File: config.mk
export PLATFORM = sky130hd
export DESIGN_NAME = catmull_rom_polyline_interpolator_flat
export DESIGN_NICKNAME = d
export VERILOG_FILES = /design/src/rtl/crpi_pkg.sv /design/src/rtl/crpi_point_if.sv /design/src/rtl/crpi_sample_if.sv /design/src/rtl/crpi_seq.sv /design/src/rtl/crpi_eval.sv /design/src/rtl/catmull_rom_polyline_interpolator.sv /design/src/flat_wrapper.sv
export SDC_FILE = /design/constraint.sdc
export NUM_CORES = 2
export LEC_CHECK = 0
export BUFFER_PORTS_ARGS = -buffer_cell sky130_fd_sc_hd__buf_2
export CAP_MARGIN = 30
export CORE_ASPECT_RATIO = 1.1
export CORE_MARGIN = 1
export CORE_UTILIZATION = 35
export DETAILED_ROUTE_END_ITERATION = 8
export SYNTH_ARGS = -nofsm -noshare
export SYNTH_HDL_FRONTEND = slang
export SYNTH_SLANG_ARGS = --single-unit
File: constraint.sdc
create_clock -name clk -period 40.8 [get_ports clk]
set_clock_uncertainty 0.15 [all_clocks]
set_input_delay 6.12 -clock clk [delete_from_list [all_inputs] [get_ports clk]]
set_output_delay 6.12 -clock clk [all_outputs]
set_load 0.005 [all_outputs]
File: src/rtl/crpi_pkg.sv
`timescale 1ns / 1ps
// ----------------------------------------------------------------------------
// crpi_pkg: shared types, widths and helpers of the Catmull-Rom interpolator
// Coordinate format, segment coefficient records, slot records and the
// constant functions that size the rounding divider.
// ----------------------------------------------------------------------------
package crpi_pkg;

  // coordinate format: signed, 4 fraction bits
  localparam int COORD_W    = 20;
  localparam int SUBDIV_DEF = 4;
  // coefficient widths: a = p2 - p0, b and c are four-term sums
  localparam int A_W        = 21;
  localparam int BC_W       = 24;
  // accumulator width of the sample numerator
  localparam int ACC_W      = 32;
  // register stages from slot issue to the result register
  localparam int PIPE_DEPTH = 5;

  typedef logic signed [COORD_W-1:0] coord_t;

  // one coordinate of one segment in polynomial form
  typedef struct packed {
    logic signed [COORD_W-1:0] p1;
    logic signed [A_W-1:0]     a;
    logic signed [BC_W-1:0]    b;
    logic signed [BC_W-1:0]    c;
  } coef_t;

  // one pending segment (or the closing point when single is set)
  typedef struct packed {
    logic  vld;
    logic  single;
    coef_t cx;
    coef_t cy;
  } slot_t;

  // sequencer status seen by the top level
  typedef struct packed {
    logic       busy;
    logic [1:0] seen;
  } seq_status_t;

  // uniform Catmull-Rom coefficients of segment p1 -> p2
  function automatic coef_t seg_coef(input coord_t p0, input coord_t p1,
                                     input coord_t p2, input coord_t p3);
    logic signed [BC_W-1:0] e0;
    logic signed [BC_W-1:0] e1;
    logic signed [BC_W-1:0] e2;
    logic signed [BC_W-1:0] e3;
    coef_t r;
    e0   = BC_W'(p0);
    e1   = BC_W'(p1);
    e2   = BC_W'(p2);
    e3   = BC_W'(p3);
    r.p1 = p1;
    r.a  = A_W'(e2 - e0);
    r.b  = BC_W'(2 * e0 - 5 * e1 + 4 * e2 - e3);
    r.c  = BC_W'(3 * e1 - e0 - 3 * e2 + e3);
    return r;
  endfunction

  // a point passed through: constant polynomial
  function automatic coef_t point_coef(input coord_t p);
    coef_t r;
    r.p1 = p;
    r.a  = '0;
    r.b  = '0;
    r.c  = '0;
    return r;
  endfunction

  // sample weights j*S^2, j^2*S, j^3 (at most 48 for S up to 4)
  function automatic logic [7:0] w_lin(input int j, input int s);
    return 8'(j * s * s);
  endfunction

  function automatic logic [7:0] w_quad(input int j, input int s);
    return 8'(j * j * s);
  endfunction

  function automatic logic [7:0] w_cube(input int j);
    return 8'(j * j * j);
  endfunction

  // trailing zero count of a positive constant
  function automatic int trail_zeros(input int v);
    int n;
    n = 0;
    for (int i = 0; i < 31; i++) begin
      if ((((v >> i) & 1) == 0) && (n == i)) begin
        n = i + 1;
      end
    end
    return n;
  endfunction

endpackage

File: src/rtl/crpi_point_if.sv
`timescale 1ns / 1ps
// ----------------------------------------------------------------------------
// crpi_point_if: polyline point channel
// Valid/ready channel carrying one polyline point and its final flag.
// ----------------------------------------------------------------------------
interface crpi_point_if;
  logic                  valid;
  logic                  ready;
  crpi_pkg::coord_t      point_x;
  crpi_pkg::coord_t      point_y;
  logic                  final_point;

  modport source (output valid, output point_x, output point_y,
                  output final_point, input ready);
  modport sink (input valid, input point_x, input point_y,
                input final_point, output ready);
endinterface

File: src/rtl/crpi_sample_if.sv
`timescale 1ns / 1ps
// ----------------------------------------------------------------------------
// crpi_sample_if: curve sample channel
// Valid/ready channel carrying one interpolated sample and the curve end flag.
// ----------------------------------------------------------------------------
interface crpi_sample_if;
  logic                  valid;
  logic                  ready;
  crpi_pkg::coord_t      sample_x;
  crpi_pkg::coord_t      sample_y;
  logic                  end_of_curve;

  modport source (output valid, output sample_x, output sample_y,
                  output end_of_curve, input ready);
  modport sink (input valid, input sample_x, input sample_y,
                input end_of_curve, output ready);
endinterface

File: src/rtl/crpi_seq.sv
`timescale 1ns / 1ps
// ----------------------------------------------------------------------------
// crpi_seq: point window and segment sequencer
// Keeps the last three points, turns each accepted point into up to three
// pending slots (segments or the closing point) and issues one sample per
// advancing cycle.
// ----------------------------------------------------------------------------
module crpi_seq #(
  parameter int SUBDIV = crpi_pkg::SUBDIV_DEF,
  localparam int JW    = (SUBDIV > 1) ? $clog2(SUBDIV) : 1
) (
  input  logic                   clk,
  input  logic                   rst_n,
  crpi_point_if.sink             in_ch,
  input  logic                   adv_i,
  output logic                   issue_o,
  output logic                   issue_end_o,
  output logic [JW-1:0]          issue_j_o,
  output crpi_pkg::coef_t        issue_cx_o,
  output crpi_pkg::coef_t        issue_cy_o,
  output crpi_pkg::seq_status_t  status_o
);

  localparam logic [JW-1:0] J_LAST = JW'(SUBDIV - 1);

  crpi_pkg::coord_t win_x_r [3];
  crpi_pkg::coord_t win_y_r [3];
  logic [1:0]       seen_r;
  crpi_pkg::slot_t  slot_r  [3];
  crpi_pkg::slot_t  slot_nxt [3];
  logic [JW-1:0]    j_r;
  logic [JW-1:0]    j_nxt;

  logic accept;
  logic issue;
  logic slot_done;
  logic va, vb, vf;
  crpi_pkg::coef_t ax, ay, bx, by, fx, fy;

  // handshake and slot progress
  assign accept    = in_ch.valid && in_ch.ready;
  assign issue     = slot_r[0].vld && adv_i;
  assign slot_done = issue && (slot_r[0].single || (j_r == J_LAST));
  assign in_ch.ready = !slot_r[0].vld || (slot_done && !slot_r[1].vld);

  // segment coefficients for the arriving point
  always_comb begin
    va = (seen_r >= 2'd2);
    vb = in_ch.final_point && (seen_r >= 2'd1);
    vf = in_ch.final_point;
    // segment ending at the previous point; first point of three doubles as p0
    ax = crpi_pkg::seg_coef((seen_r == 2'd3) ? win_x_r[2] : win_x_r[1],
                            win_x_r[1], win_x_r[0], in_ch.point_x);
    ay = crpi_pkg::seg_coef((seen_r == 2'd3) ? win_y_r[2] : win_y_r[1],
                            win_y_r[1], win_y_r[0], in_ch.point_y);
    // closing segment: final point stands in for p3
    bx = crpi_pkg::seg_coef((seen_r >= 2'd2) ? win_x_r[1] : win_x_r[0],
                            win_x_r[0], in_ch.point_x, in_ch.point_x);
    by = crpi_pkg::seg_coef((seen_r >= 2'd2) ? win_y_r[1] : win_y_r[0],
                            win_y_r[0], in_ch.point_y, in_ch.point_y);
    fx = crpi_pkg::point_coef(in_ch.point_x);
    fy = crpi_pkg::point_coef(in_ch.point_y);
  end

  // slot list: load compacted on a transfer, else shift on slot completion
  always_comb begin
    slot_nxt[0] = slot_r[0];
    slot_nxt[1] = slot_r[1];
    slot_nxt[2] = slot_r[2];
    if (accept) begin
      slot_nxt[0].vld    = va || vf;
      slot_nxt[0].single = !va && !vb;
      slot_nxt[0].cx     = va ? ax : (vb ? bx : fx);
      slot_nxt[0].cy     = va ? ay : (vb ? by : fy);
      slot_nxt[1].vld    = vb;
      slot_nxt[1].single = !va;
      slot_nxt[1].cx     = va ? bx : fx;
      slot_nxt[1].cy     = va ? by : fy;
      slot_nxt[2].vld    = va && vb;
      slot_nxt[2].single = 1'b1;
      slot_nxt[2].cx     = fx;
      slot_nxt[2].cy     = fy;
    end else if (slot_done) begin
      slot_nxt[0]     = slot_r[1];
      slot_nxt[1]     = slot_r[2];
      slot_nxt[2].vld = 1'b0;
    end
  end

  // sample index within the current slot
  always_comb begin
    j_nxt = j_r;
    if (slot_done) begin
      j_nxt = '0;
    end else if (issue) begin
      j_nxt = j_r + JW'(1);
    end
  end

  // state registers
  always_ff @(posedge clk) begin
    if (!rst_n) begin
      seen_r <= 2'd0;
      j_r    <= '0;
      for (int i = 0; i < 3; i++) begin
        slot_r[i]  <= '0;
        win_x_r[i] <= '0;
        win_y_r[i] <= '0;
      end
    end else begin
      j_r <= j_nxt;
      for (int i = 0; i < 3; i++) begin
        slot_r[i] <= slot_nxt[i];
      end
      if (accept) begin
        if (in_ch.final_point) begin
          // polyline closed: start over
          seen_r <= 2'd0;
          for (int i = 0; i < 3; i++) begin
            win_x_r[i] <= '0;
            win_y_r[i] <= '0;
          end
        end else begin
          seen_r     <= (seen_r == 2'd3) ? seen_r : seen_r + 2'd1;
          win_x_r[2] <= win_x_r[1];
          win_y_r[2] <= win_y_r[1];
          win_x_r[1] <= win_x_r[0];
          win_y_r[1] <= win_y_r[0];
          win_x_r[0] <= in_ch.point_x;
          win_y_r[0] <= in_ch.point_y;
        end
      end
    end
  end

  assign issue_o       = issue;
  assign issue_end_o   = slot_r[0].single;
  assign issue_j_o     = j_r;
  assign issue_cx_o    = slot_r[0].cx;
  assign issue_cy_o    = slot_r[0].cy;
  assign status_o.busy = slot_r[0].vld;
  assign status_o.seen = seen_r;

endmodule

File: src/rtl/crpi_eval.sv
`timescale 1ns / 1ps
// ----------------------------------------------------------------------------
// crpi_eval: sample evaluation pipeline for one coordinate
// Weighted terms, numerator sum, saturation and offset, reciprocal multiply
// for the exact rounding divide, result register. Five stages, all enabled
// by the common advance.
// ----------------------------------------------------------------------------
module crpi_eval #(
  parameter int SUBDIV = crpi_pkg::SUBDIV_DEF,
  localparam int JW    = (SUBDIV > 1) ? $clog2(SUBDIV) : 1
) (
  input  logic             clk,
  input  logic             adv_i,
  input  crpi_pkg::coef_t  coef_i,
  input  logic [JW-1:0]    j_i,
  output crpi_pkg::coord_t sample_o
);

  localparam int CW    = crpi_pkg::COORD_W;
  localparam int AW    = crpi_pkg::ACC_W;
  // numerator denominator 2*S^3, rounding divisor 4*S^3 = 2^SH * ODD
  localparam int DEN   = 2 * SUBDIV * SUBDIV * SUBDIV;
  localparam int DV    = 2 * DEN;
  localparam int SH    = crpi_pkg::trail_zeros(DV);
  localparam int ODD   = DV >> SH;
  localparam int OB    = $clog2(ODD);
  localparam int NB    = CW + OB;
  localparam int KS    = NB + OB;
  localparam int MW    = KS + 1;
  localparam longint MULT = ((longint'(1) << KS) + longint'(ODD) - 1) / longint'(ODD);
  localparam longint LO   = -(longint'(1) << (CW - 1)) * longint'(DV);
  localparam longint HI   = ((longint'(1) << (CW - 1)) * longint'(DV)) - 1;
  localparam logic signed [AW-1:0] LO_A   = AW'(LO);
  localparam logic signed [AW-1:0] HI_A   = AW'(HI);
  localparam logic [MW-1:0]        MULT_C = MW'(MULT);
  localparam logic signed [CW-1:0] SAT_MAX = {1'b0, {(CW-1){1'b1}}};
  localparam logic signed [CW-1:0] SAT_MIN = {1'b1, {(CW-1){1'b0}}};

  logic signed [AW-1:0] p1e, ae, be, ce;
  logic [7:0]           wa, wb, wc;
  logic signed [AW-1:0] t1_r, ta_r, tb_r, tc_r;
  logic signed [AW-1:0] sum_r, sum_nxt;
  logic signed [AW-1:0] off;
  logic [NB-1:0]        n_r;
  logic                 lo1_r, hi1_r, lo2_r, hi2_r;
  logic [NB+MW-1:0]     prod;
  logic [CW-1:0]        q_r;
  logic signed [CW-1:0] sample_r, sample_nxt;

  // stage 1: weighted terms
  always_comb begin
    p1e = AW'(coef_i.p1);
    ae  = AW'(coef_i.a);
    be  = AW'(coef_i.b);
    ce  = AW'(coef_i.c);
    wa  = crpi_pkg::w_lin(int'(j_i), SUBDIV);
    wb  = crpi_pkg::w_quad(int'(j_i), SUBDIV);
    wc  = crpi_pkg::w_cube(int'(j_i));
  end

  // stage 2: numerator with rounding bias, 2*num + den
  assign sum_nxt = AW'(2 * (t1_r + ta_r + tb_r + tc_r) + DEN);

  // stage 3: offset into the unsigned range and drop the power of two
  assign off = sum_r - LO_A;

  // stage 4: divide by the odd factor through an exact reciprocal
  assign prod = NB'(n_r) * MULT_C;

  // stage 5: saturate, remove the offset
  always_comb begin
    if (hi2_r) begin
      sample_nxt = SAT_MAX;
    end else if (lo2_r) begin
      sample_nxt = SAT_MIN;
    end else begin
      sample_nxt = {~q_r[CW-1], q_r[CW-2:0]};
    end
  end

  always_ff @(posedge clk) begin
    if (adv_i) begin
      t1_r     <= AW'(p1e * DEN);
      ta_r     <= AW'(ae * $signed({1'b0, wa}));
      tb_r     <= AW'(be * $signed({1'b0, wb}));
      tc_r     <= AW'(ce * $signed({1'b0, wc}));
      sum_r    <= sum_nxt;
      lo1_r    <= (sum_r < LO_A);
      hi1_r    <= (sum_r > HI_A);
      n_r      <= off[SH +: NB];
      lo2_r    <= lo1_r;
      hi2_r    <= hi1_r;
      q_r      <= prod[KS +: CW];
      sample_r <= sample_nxt;
    end
  end

  assign sample_o = sample_r;

endmodule

File: src/rtl/catmull_rom_polyline_interpolator.sv
`timescale 1ns / 1ps
// ----------------------------------------------------------------------------
// catmull_rom_polyline_interpolator: uniform Catmull-Rom polyline sampler
// Takes polyline points, emits SUBDIVISIONS samples per segment and the
// final point flagged as the end of the curve.
//
//   channel  dir  payload                               transfer
//   in_ch    in   point_x, point_y, final_point         valid && ready
//   out_ch   out  sample_x, sample_y, end_of_curve      valid && ready
//
// One sample leaves per cycle while out_ch.ready holds; the slot sequencer
// issues it. A point holds the input while the samples it releases issue:
// SUBDIVISIONS for a mid-line point, up to 2*SUBDIVISIONS+1 for a final
// point, none for the first two points unless final. The next point
// transfers as the last sample issues; reset is synchronous.
// A sample waiting on a low out_ch.ready freezes the whole sample pipeline.
// ----------------------------------------------------------------------------
module catmull_rom_polyline_interpolator #(
  parameter int SUBDIVISIONS = crpi_pkg::SUBDIV_DEF,
  localparam int JW          = (SUBDIVISIONS > 1) ? $clog2(SUBDIVISIONS) : 1
) (
  input  logic           clk,
  input  logic           rst_n,
  crpi_point_if.sink     in_ch,
  crpi_sample_if.source  out_ch
);

  localparam int DEPTH = crpi_pkg::PIPE_DEPTH;

  logic                   adv;
  logic                   issue;
  logic                   issue_end;
  logic [JW-1:0]          issue_j;
  crpi_pkg::coef_t        issue_cx;
  crpi_pkg::coef_t        issue_cy;
  crpi_pkg::seq_status_t  st;
  logic [DEPTH-1:0]       vld_r;
  logic [DEPTH-1:0]       eoc_r;

  // pipeline moves unless a result waits on a stalled sink
  assign adv = !vld_r[DEPTH-1] || out_ch.ready;

  crpi_seq #(.SUBDIV(SUBDIVISIONS)) u_seq (
    .clk         (clk),
    .rst_n       (rst_n),
    .in_ch       (in_ch),
    .adv_i       (adv),
    .issue_o     (issue),
    .issue_end_o (issue_end),
    .issue_j_o   (issue_j),
    .issue_cx_o  (issue_cx),
    .issue_cy_o  (issue_cy),
    .status_o    (st)
  );

  crpi_eval #(.SUBDIV(SUBDIVISIONS)) u_eval_x (
    .clk      (clk),
    .adv_i    (adv),
    .coef_i   (issue_cx),
    .j_i      (issue_j),
    .sample_o (out_ch.sample_x)
  );

  crpi_eval #(.SUBDIV(SUBDIVISIONS)) u_eval_y (
    .clk      (clk),
    .adv_i    (adv),
    .coef_i   (issue_cy),
    .j_i      (issue_j),
    .sample_o (out_ch.sample_y)
  );

  // valid and end flag alongside the datapath stages
  always_ff @(posedge clk) begin
    if (!rst_n) begin
      vld_r <= '0;
      eoc_r <= '0;
    end else if (adv) begin
      vld_r <= {vld_r[DEPTH-2:0], issue};
      eoc_r <= {eoc_r[DEPTH-2:0], issue_end};
    end
  end

  assign out_ch.valid        = vld_r[DEPTH-1];
  assign out_ch.end_of_curve = eoc_r[DEPTH-1];

  // checks
  a_idle_ready: assert property (@(posedge clk) disable iff (!rst_n)
    !st.busy |-> in_ch.ready)
    else $error("sequencer idle but input not ready");

  a_final_clears: assert property (@(posedge clk) disable iff (!rst_n)
    (in_ch.valid && in_ch.ready && in_ch.final_point) |=> (st.seen == 2'd0))
    else $error("window not cleared after final point");

  a_busy_take: assert property (@(posedge clk) disable iff (!rst_n)
    (st.busy && in_ch.ready) |-> adv)
    else $error("new point taken while pending slots are stalled");

  a_stall_hold: assert property (@(posedge clk) disable iff (!rst_n)
    !adv |=> $stable(vld_r))
    else $error("sample pipeline moved while stalled");

endmodule
File: src/flat_wrapper.sv
// flat-port wrapper written by rule: the top's interface ports become plain ports
module catmull_rom_polyline_interpolator_flat 
#(
  parameter int SUBDIVISIONS = crpi_pkg::SUBDIV_DEF,
  localparam int JW          = (SUBDIVISIONS > 1) ? $clog2(SUBDIVISIONS) : 1
)
  (clk, rst_n, in_ch_valid, in_ch_point_x, in_ch_point_y, in_ch_final_point, in_ch_ready, out_ch_valid, out_ch_sample_x, out_ch_sample_y, out_ch_end_of_curve, out_ch_ready);
  crpi_point_if in_ch_i ();
  crpi_sample_if out_ch_i ();
  input  logic clk;
  input  logic rst_n;
  input wire logic [$bits(in_ch_i.valid)-1:0] in_ch_valid;
  input wire logic [$bits(in_ch_i.point_x)-1:0] in_ch_point_x;
  input wire logic [$bits(in_ch_i.point_y)-1:0] in_ch_point_y;
  input wire logic [$bits(in_ch_i.final_point)-1:0] in_ch_final_point;
  output wire logic [$bits(in_ch_i.ready)-1:0] in_ch_ready;
  output wire logic [$bits(out_ch_i.valid)-1:0] out_ch_valid;
  output wire logic [$bits(out_ch_i.sample_x)-1:0] out_ch_sample_x;
  output wire logic [$bits(out_ch_i.sample_y)-1:0] out_ch_sample_y;
  output wire logic [$bits(out_ch_i.end_of_curve)-1:0] out_ch_end_of_curve;
  input wire logic [$bits(out_ch_i.ready)-1:0] out_ch_ready;
  assign in_ch_i.valid = in_ch_valid;
  assign in_ch_i.point_x = in_ch_point_x;
  assign in_ch_i.point_y = in_ch_point_y;
  assign in_ch_i.final_point = in_ch_final_point;
  assign in_ch_ready = in_ch_i.ready;
  assign out_ch_valid = out_ch_i.valid;
  assign out_ch_sample_x = out_ch_i.sample_x;
  assign out_ch_sample_y = out_ch_i.sample_y;
  assign out_ch_end_of_curve = out_ch_i.end_of_curve;
  assign out_ch_i.ready = out_ch_ready;
  catmull_rom_polyline_interpolator #(.SUBDIVISIONS(SUBDIVISIONS)) u_core (.clk(clk), .rst_n(rst_n), .in_ch(in_ch_i), .out_ch(out_ch_i));
endmodule
### Word-level counts from Yosys, hierarchy flattened

Memories as Yosys holds them, arrays and structs flattened.
Index checks and enable logic that the tools add are counted.

* register bits after elaboration: 414
* RAM bits: 660
* memories kept: 3

Memories
* u_core.u_seq.slot_r: depth 3, bits a word 180, read ports 3, clocked after Yosys merged registers in 0, wr ports 3, RTL line crpi_seq.sv:29 `crpi_pkg::slot_t slot_r [3];`
* u_core.u_seq.win_x_r: depth 3, bits a word 20, read ports 3, clocked after Yosys merged registers in 0, wr ports 3, RTL line crpi_seq.sv:26 `crpi_pkg::coord_t win_x_r [3];`
* u_core.u_seq.win_y_r: depth 3, bits a word 20, read ports 3, clocked after Yosys merged registers in 0, wr ports 3, RTL line crpi_seq.sv:27 `crpi_pkg::coord_t win_y_r [3];`

* add/subtract/negate cells: 40
* $mul: 18
* order comparisons: 6
* eq/ne operators: 3
* muxes and demuxes: 42
* bitwise operators: 18
* reductions and logical operators: 18

Operator list (count)
* 361-bit 2-to-1 mux: 2
* 180-bit 2-to-1 mux: 3
* 89-bit 2-to-1 mux: 6
* 20-bit 2-to-1 mux: 18
* 179-bit 2-to-1 mux: 1
* 3-bit by 20-bit multiplier with 23-bit output (first input constant): 6
* 31-bit adder: 4
* 24-bit by 20-bit adder with 24-bit output: 4
* 24-bit by 22-bit adder with 24-bit output: 4
* 4-bit by 20-bit multiplier with 24-bit output (first input constant): 4
* 21-bit by 24-bit subtractor with 24-bit output: 4
* 23-bit by 20-bit subtractor with 24-bit output: 4
* 24-bit by 20-bit subtractor with 24-bit output: 4
* 24-bit by 23-bit subtractor with 24-bit output: 4
* 20-bit by 20-bit subtractor with 21-bit output: 4
* 32-bit by 9-bit adder with 32-bit output (second input constant): 2
* 32-bit by 28-bit > comparator with 1-bit output (second input constant): 2
* 32-bit by 28-bit < comparator with 1-bit output (second input constant): 2
* 24-bit by 7-bit multiplier with 31-bit output: 2
* 27-bit by 28-bit adder with 29-bit output: 2
* 24-bit by 5-bit multiplier with 29-bit output: 2
* 28-bit subtractor (second input constant): 2
* 21-bit by 3-bit multiplier with 24-bit output: 2
* 1-bit bitwise OR: 15
* other kinds (15): 42

### Logic depth before layout (Yosys ltp)

* word-level depth: 12
* gate-level depth with buffers: 31

### Modules after synthesis

From an unflattened synthesis, not the netlist that was laid out.

* cells, all modules: 10056
* area, all modules: 92387.4 um2

Modules (own cells, without submodules)
* crpi_seq: instances 1, cells each 6294, area an instance 54458.5 um2, seq. area each 11731.3 um2
* crpi_eval (u_core.u_eval_x): instances 1, cells each 1899, area an instance 19005.7 um2, seq. area each 5705.5 um2
* crpi_eval (u_core.u_eval_y): instances 1, cells each 1828, area an instance 18539.0 um2, seq. area each 5705.5 um2
* catmull_rom_polyline_interpolator: instances 1, cells each 35, area an instance 384.1 um2, seq. area each 200.2 um2

### Least setup slack after synthesis

No wires, ideal clock.

* path kind: input port to output port
* from: input port out_ch_ready
* to: output port in_ch_ready
* arrival: 16.308 ns
* data required time: 34.530 ns
* slack: 18.222 ns
* cell stages on the path: 5
* path buffers: 0
* cell sequence: nor2b_1 -> clkinv_1 -> nand2_1 -> or2_2 -> o21ai_0

* word-level cells in the longest chain between the ends: 5

RTL lines
* start: declaration: RTL line flat_wrapper.sv:21 `input wire logic [$bits(out_ch_i.ready)-1:0] out_ch_ready;`
* 1-bit logical OR: RTL line catmull_rom_polyline_interpolator.sv:41 `assign adv = !vld_r[DEPTH-1] || out_ch.ready;`
* 1-bit logical AND: RTL line crpi_seq.sv:42 `assign issue = slot_r[0].vld && adv_i;`
* 1-bit logical AND: RTL line crpi_seq.sv:43 `assign slot_done = issue && (slot_r[0].single || (j_r == J_LAST));`
* 1-bit logical AND: RTL line crpi_seq.sv:44 `assign in_ch.ready = !slot_r[0].vld || (slot_done && !slot_r[1].vld);`
* 1-bit logical OR: RTL line crpi_seq.sv:44
* end: declaration: RTL line flat_wrapper.sv:16 `output wire logic [$bits(in_ch_i.ready)-1:0] in_ch_ready;`

No other way between the ends.

### Worst setup path after layout

Ends and elaborated chain as after synthesis.

==> flow_summary.toml <==
[run_status]
status = "finished clean"

[final_layout]
drive_above_1_share = 0.04426
flow.area_growth_from_synthesis_pct = 8.671
post-route-cell-area_mm2 = 0.09788
n_fill_cell = 25270
nets = 11480
commonest_non_fill_non_tap_cell_in_the_layout = "inv_1"
most-common-layout-cells = "inv_1, ha_1, fa_1"
layoutNonFillerInstCount = 12970

[power]
post-layout-total-power_mw = 4.950
power.density_mw_per_mm2 = 50.58
p_leak_nw = 45.89
worst_ir_drop_vdd_v = 0.00004870

[synthesis]
postSynth.topFlopCell = "edfxtp_1"
ys_async_sr_fraction = 0
synth.yosys.warnings = 0
yosys_register_bits = 916
synth_enable_flop_cells = 500
mappedNetlistNets = 11580
post_synth_instance_area_mm2 = 0.09007
synth-seq-area-share = 0.2592
syn-mean-instance-area_um2 = 9.351
postSynthCellCount = 9632
yosysUniqueCellTypes = 95

[worst_setup_path]
worstPathRequired_ns = 34.53
crit_slowest_cell = "nor2b_1"
cpMostUsedCell = "buf_2"
crit_chain = "buf_2, nor2b_1, inv_8, nand2_1, or2_4, o21ai_0, buf_2"
cell_family_contributing_the_most_delay_on_the_critical_path = "simple AND/OR/NAND/NOR gates"
worstPathMaxFanout = 104
start_kind = "input port"
criticalPathCategory = "in -> out"
cp_bufs_invs = 3
kind_of_capture_point_of_the_worst_setup_path = "output pin"
max_stage_delay_ns = 0.74
cp.arrival_ns = 8.95

[sta]
period_minus_ws_final_ns = 15.22
timing.final.max_slew_violations = 0
fin_crit_sh = 0.3730
timing_hold_violations_final = 0
final_critical_path_setup_slack_ns = 25.58
worst_slew_margin_rel = 0.3046
achievable-frequency_mhz = 65.70
setup_repair_after_global_routing_missed_its_margin = "no"
tns_ns = 0
report.final.setup_viol = 0
max_slew.worst_pin.slew_ns = 1.036

[drt]
drt-initial-drc-count = 4996
drt-pass1-iter-count = 6
detailed_route_wirelength_on_metal2_mm = 117.9
routed-wl-met3_mm = 16.42
antenna_left = 0
detail_route.wl_per_cell_um = 19.84
dr_top_layer = "met5"
postRouteWirelength_mm = 257.2
detailroute.via_count = 69070
post_detailed_route_via_to_cell_ratio = 5.327
detail_route.drc_violations = 0
drt-met1-wl_mm = 117.1

[global_route]
antenna_found_initial = 28
grt_pass1_wl_mm = 400.7
maximum_number_of_pins_on_one_net_before_global_route_repair = 115
grt_util_all_layers = 0.1956
gr-total-overflow = 0
first_global_vias = 69610

[cts]
ctsRootBufferMaster = "clkbuf_16"
clock_sink_count = 916
cts.clk_slew.worst_paths_ns = 0.06
clkLatencyLatePin_ns = 0.77
ctsLongestPathBuffers = 3
number_of_buffers_added_by_the_clock_tree_synthesis_step = 107
post-cts-setup-buffers = 0
cts_resized = 0
clock_tree_from_tritoncts = "done"
holdBufCountCts = 0
cts.htree.levels = 3

[floorplan]
floorplan.initialDensity = 0.3534
chipHeight_um = 534.0
rows = 194
die_area_mm2 = 0.2594
num_io_pins = 88
die_width_um = 485.7
design.core.area_mm2 = 0.2549

[job]
max_cap_violations = 0

[placement]
placement.cell_area_mm2 = 0.09400
place_inst = 12750
dp_hpwl_mm = 196.8
place_ws_ns = 25.57
buffer_ports.inserted = 87
gp_routability_congestion = 0.9213

[hold_path]
min_path_type = "reg -> reg"
==> through the flow <==
step                hold slack [ns]  utilization
floorplan                    0.2503            -
global placement             0.2529       0.3687
detailed placement           0.2545       0.3688
CTS                          0.2678       0.3838
global route                 0.2720       0.3840
finish                       0.2679       0.3840
==> state kept, by name, indices dropped and copies added (netlist names), 5 cells and up <==
signal,cells
u_core.u_eval_y.q_r,20
u_core.u_seq.win_y_r,60
u_core.u_seq.slot_r,402
u_core.u_eval_y.tc_r,29
u_core.u_eval_y.ta_r,24
u_core.u_seq.win_x_r,60
u_core.u_eval_x.sample_o,20
u_core.u_eval_x.n_r,20
u_core.vld_r,5
u_core.u_eval_x.ta_r,24
u_core.u_eval_y.sample_o,20
u_core.u_eval_y.t1_r,20
u_core.u_eval_y.tb_r,29
u_core.u_eval_x.tb_r,29
u_core.u_eval_x.q_r,20
u_core.u_eval_x.sum_r,24
u_core.u_eval_y.n_r,20
u_core.u_eval_x.t1_r,20
u_core.eoc_r,5
u_core.u_eval_x.tc_r,29
u_core.u_eval_y.sum_r,24
==> worst paths after layout <==
check	to	depth (start not counted)	startpoint	slack (ns)
min reg2reg	u_core.u_eval_x.q_r[4]$_DFFE_PN_	0	u_core.u_eval_x.n_r[4]$_DFFE_PN_	0.27
max reg2reg	u_core.u_seq.slot_r[0][22]$_SDFFE_PN0P_	23	u_core.u_seq.seen_r[1]$_SDFFE_PN0P_	32.51
min	u_core.u_eval_x.q_r[4]$_DFFE_PN_	0	u_core.u_eval_x.n_r[4]$_DFFE_PN_	0.27
max	in_ch_ready	7	out_ch_ready	25.58
==> synth_stat cells (63+ instances only) <==
cell type  count  area [um^2]
ha_1        1136        14210
nor2b_1       63        394.1
a221oi_1     101        884.6
a211oi_1     103        773.2
clkbuf_1     344         1291
xnor2_1      397         3477
and3_1        67        419.2
nor4_1       102        638.1
a21o_1       190         1426
xor2_1       169         1480
edfxtp_1     500        15010
a21oi_1      484         2422
nor3_1       245         1226
a22oi_1      133        998.5
nor2_1       556         2087
nand2_1      737         2766
and2_1       342         2140
mux2i_1       90        900.9
fa_1         766        15330
inv_1       1437         5394
nand3_1      115        575.6
o211ai_1      72        540.5
a311oi_1      79        691.9
o21a_1        72        540.5
dfxtp_1      416         8328
o21ai_0      339         1697
==> area by class of cell <==
type / count / area, um^2 / share of cell area
clock buffer: 131 / 3062 / 0.03128
multi-input combinational: 6914 / 60060 / 0.6136
tap: 3332 / 4169 / 0.04259
clock inverter: 71 / 758.2 / 0.007747
timing repair buffer: 155 / 1046 / 0.01069
sequential: 916 / 23350 / 0.2386
antenna: 9 / 22.52 / 0.0002301
inverter: 1438 / 5413 / 0.05530
==> power breakdown <==
group | switching, mW | total (mW) | internal [mW]
Clock | 0.448 | 1.05 | 0.604
Combinational | 1.65 | 2.72 | 1.06
Sequential | 0.0897 | 1.18 | 1.09
Total | 2.19 | 4.95 | 2.76
==> per-layer routing <==
metal  track usage  vias to the layer above
met2        0.3231                     1907
met1        0.2673                    34080
met5             0                        -
li1              -                    32730
met4       0.04392                       22
met3       0.03057                      333
==> kinds of logic after synthesis <==
logic type / count (synthesis) / synth area share
compound gates: 1918 / 0.1424
xor+xnor: 567 / 0.05529
mux: 92 / 0.01025
fa+ha+maj: 1904 / 0.3283
flops: 916 / 0.2592
buf+inv: 1802 / 0.07513
simple gates: 2433 / 0.1295
(Power assumes the default switching activity.)
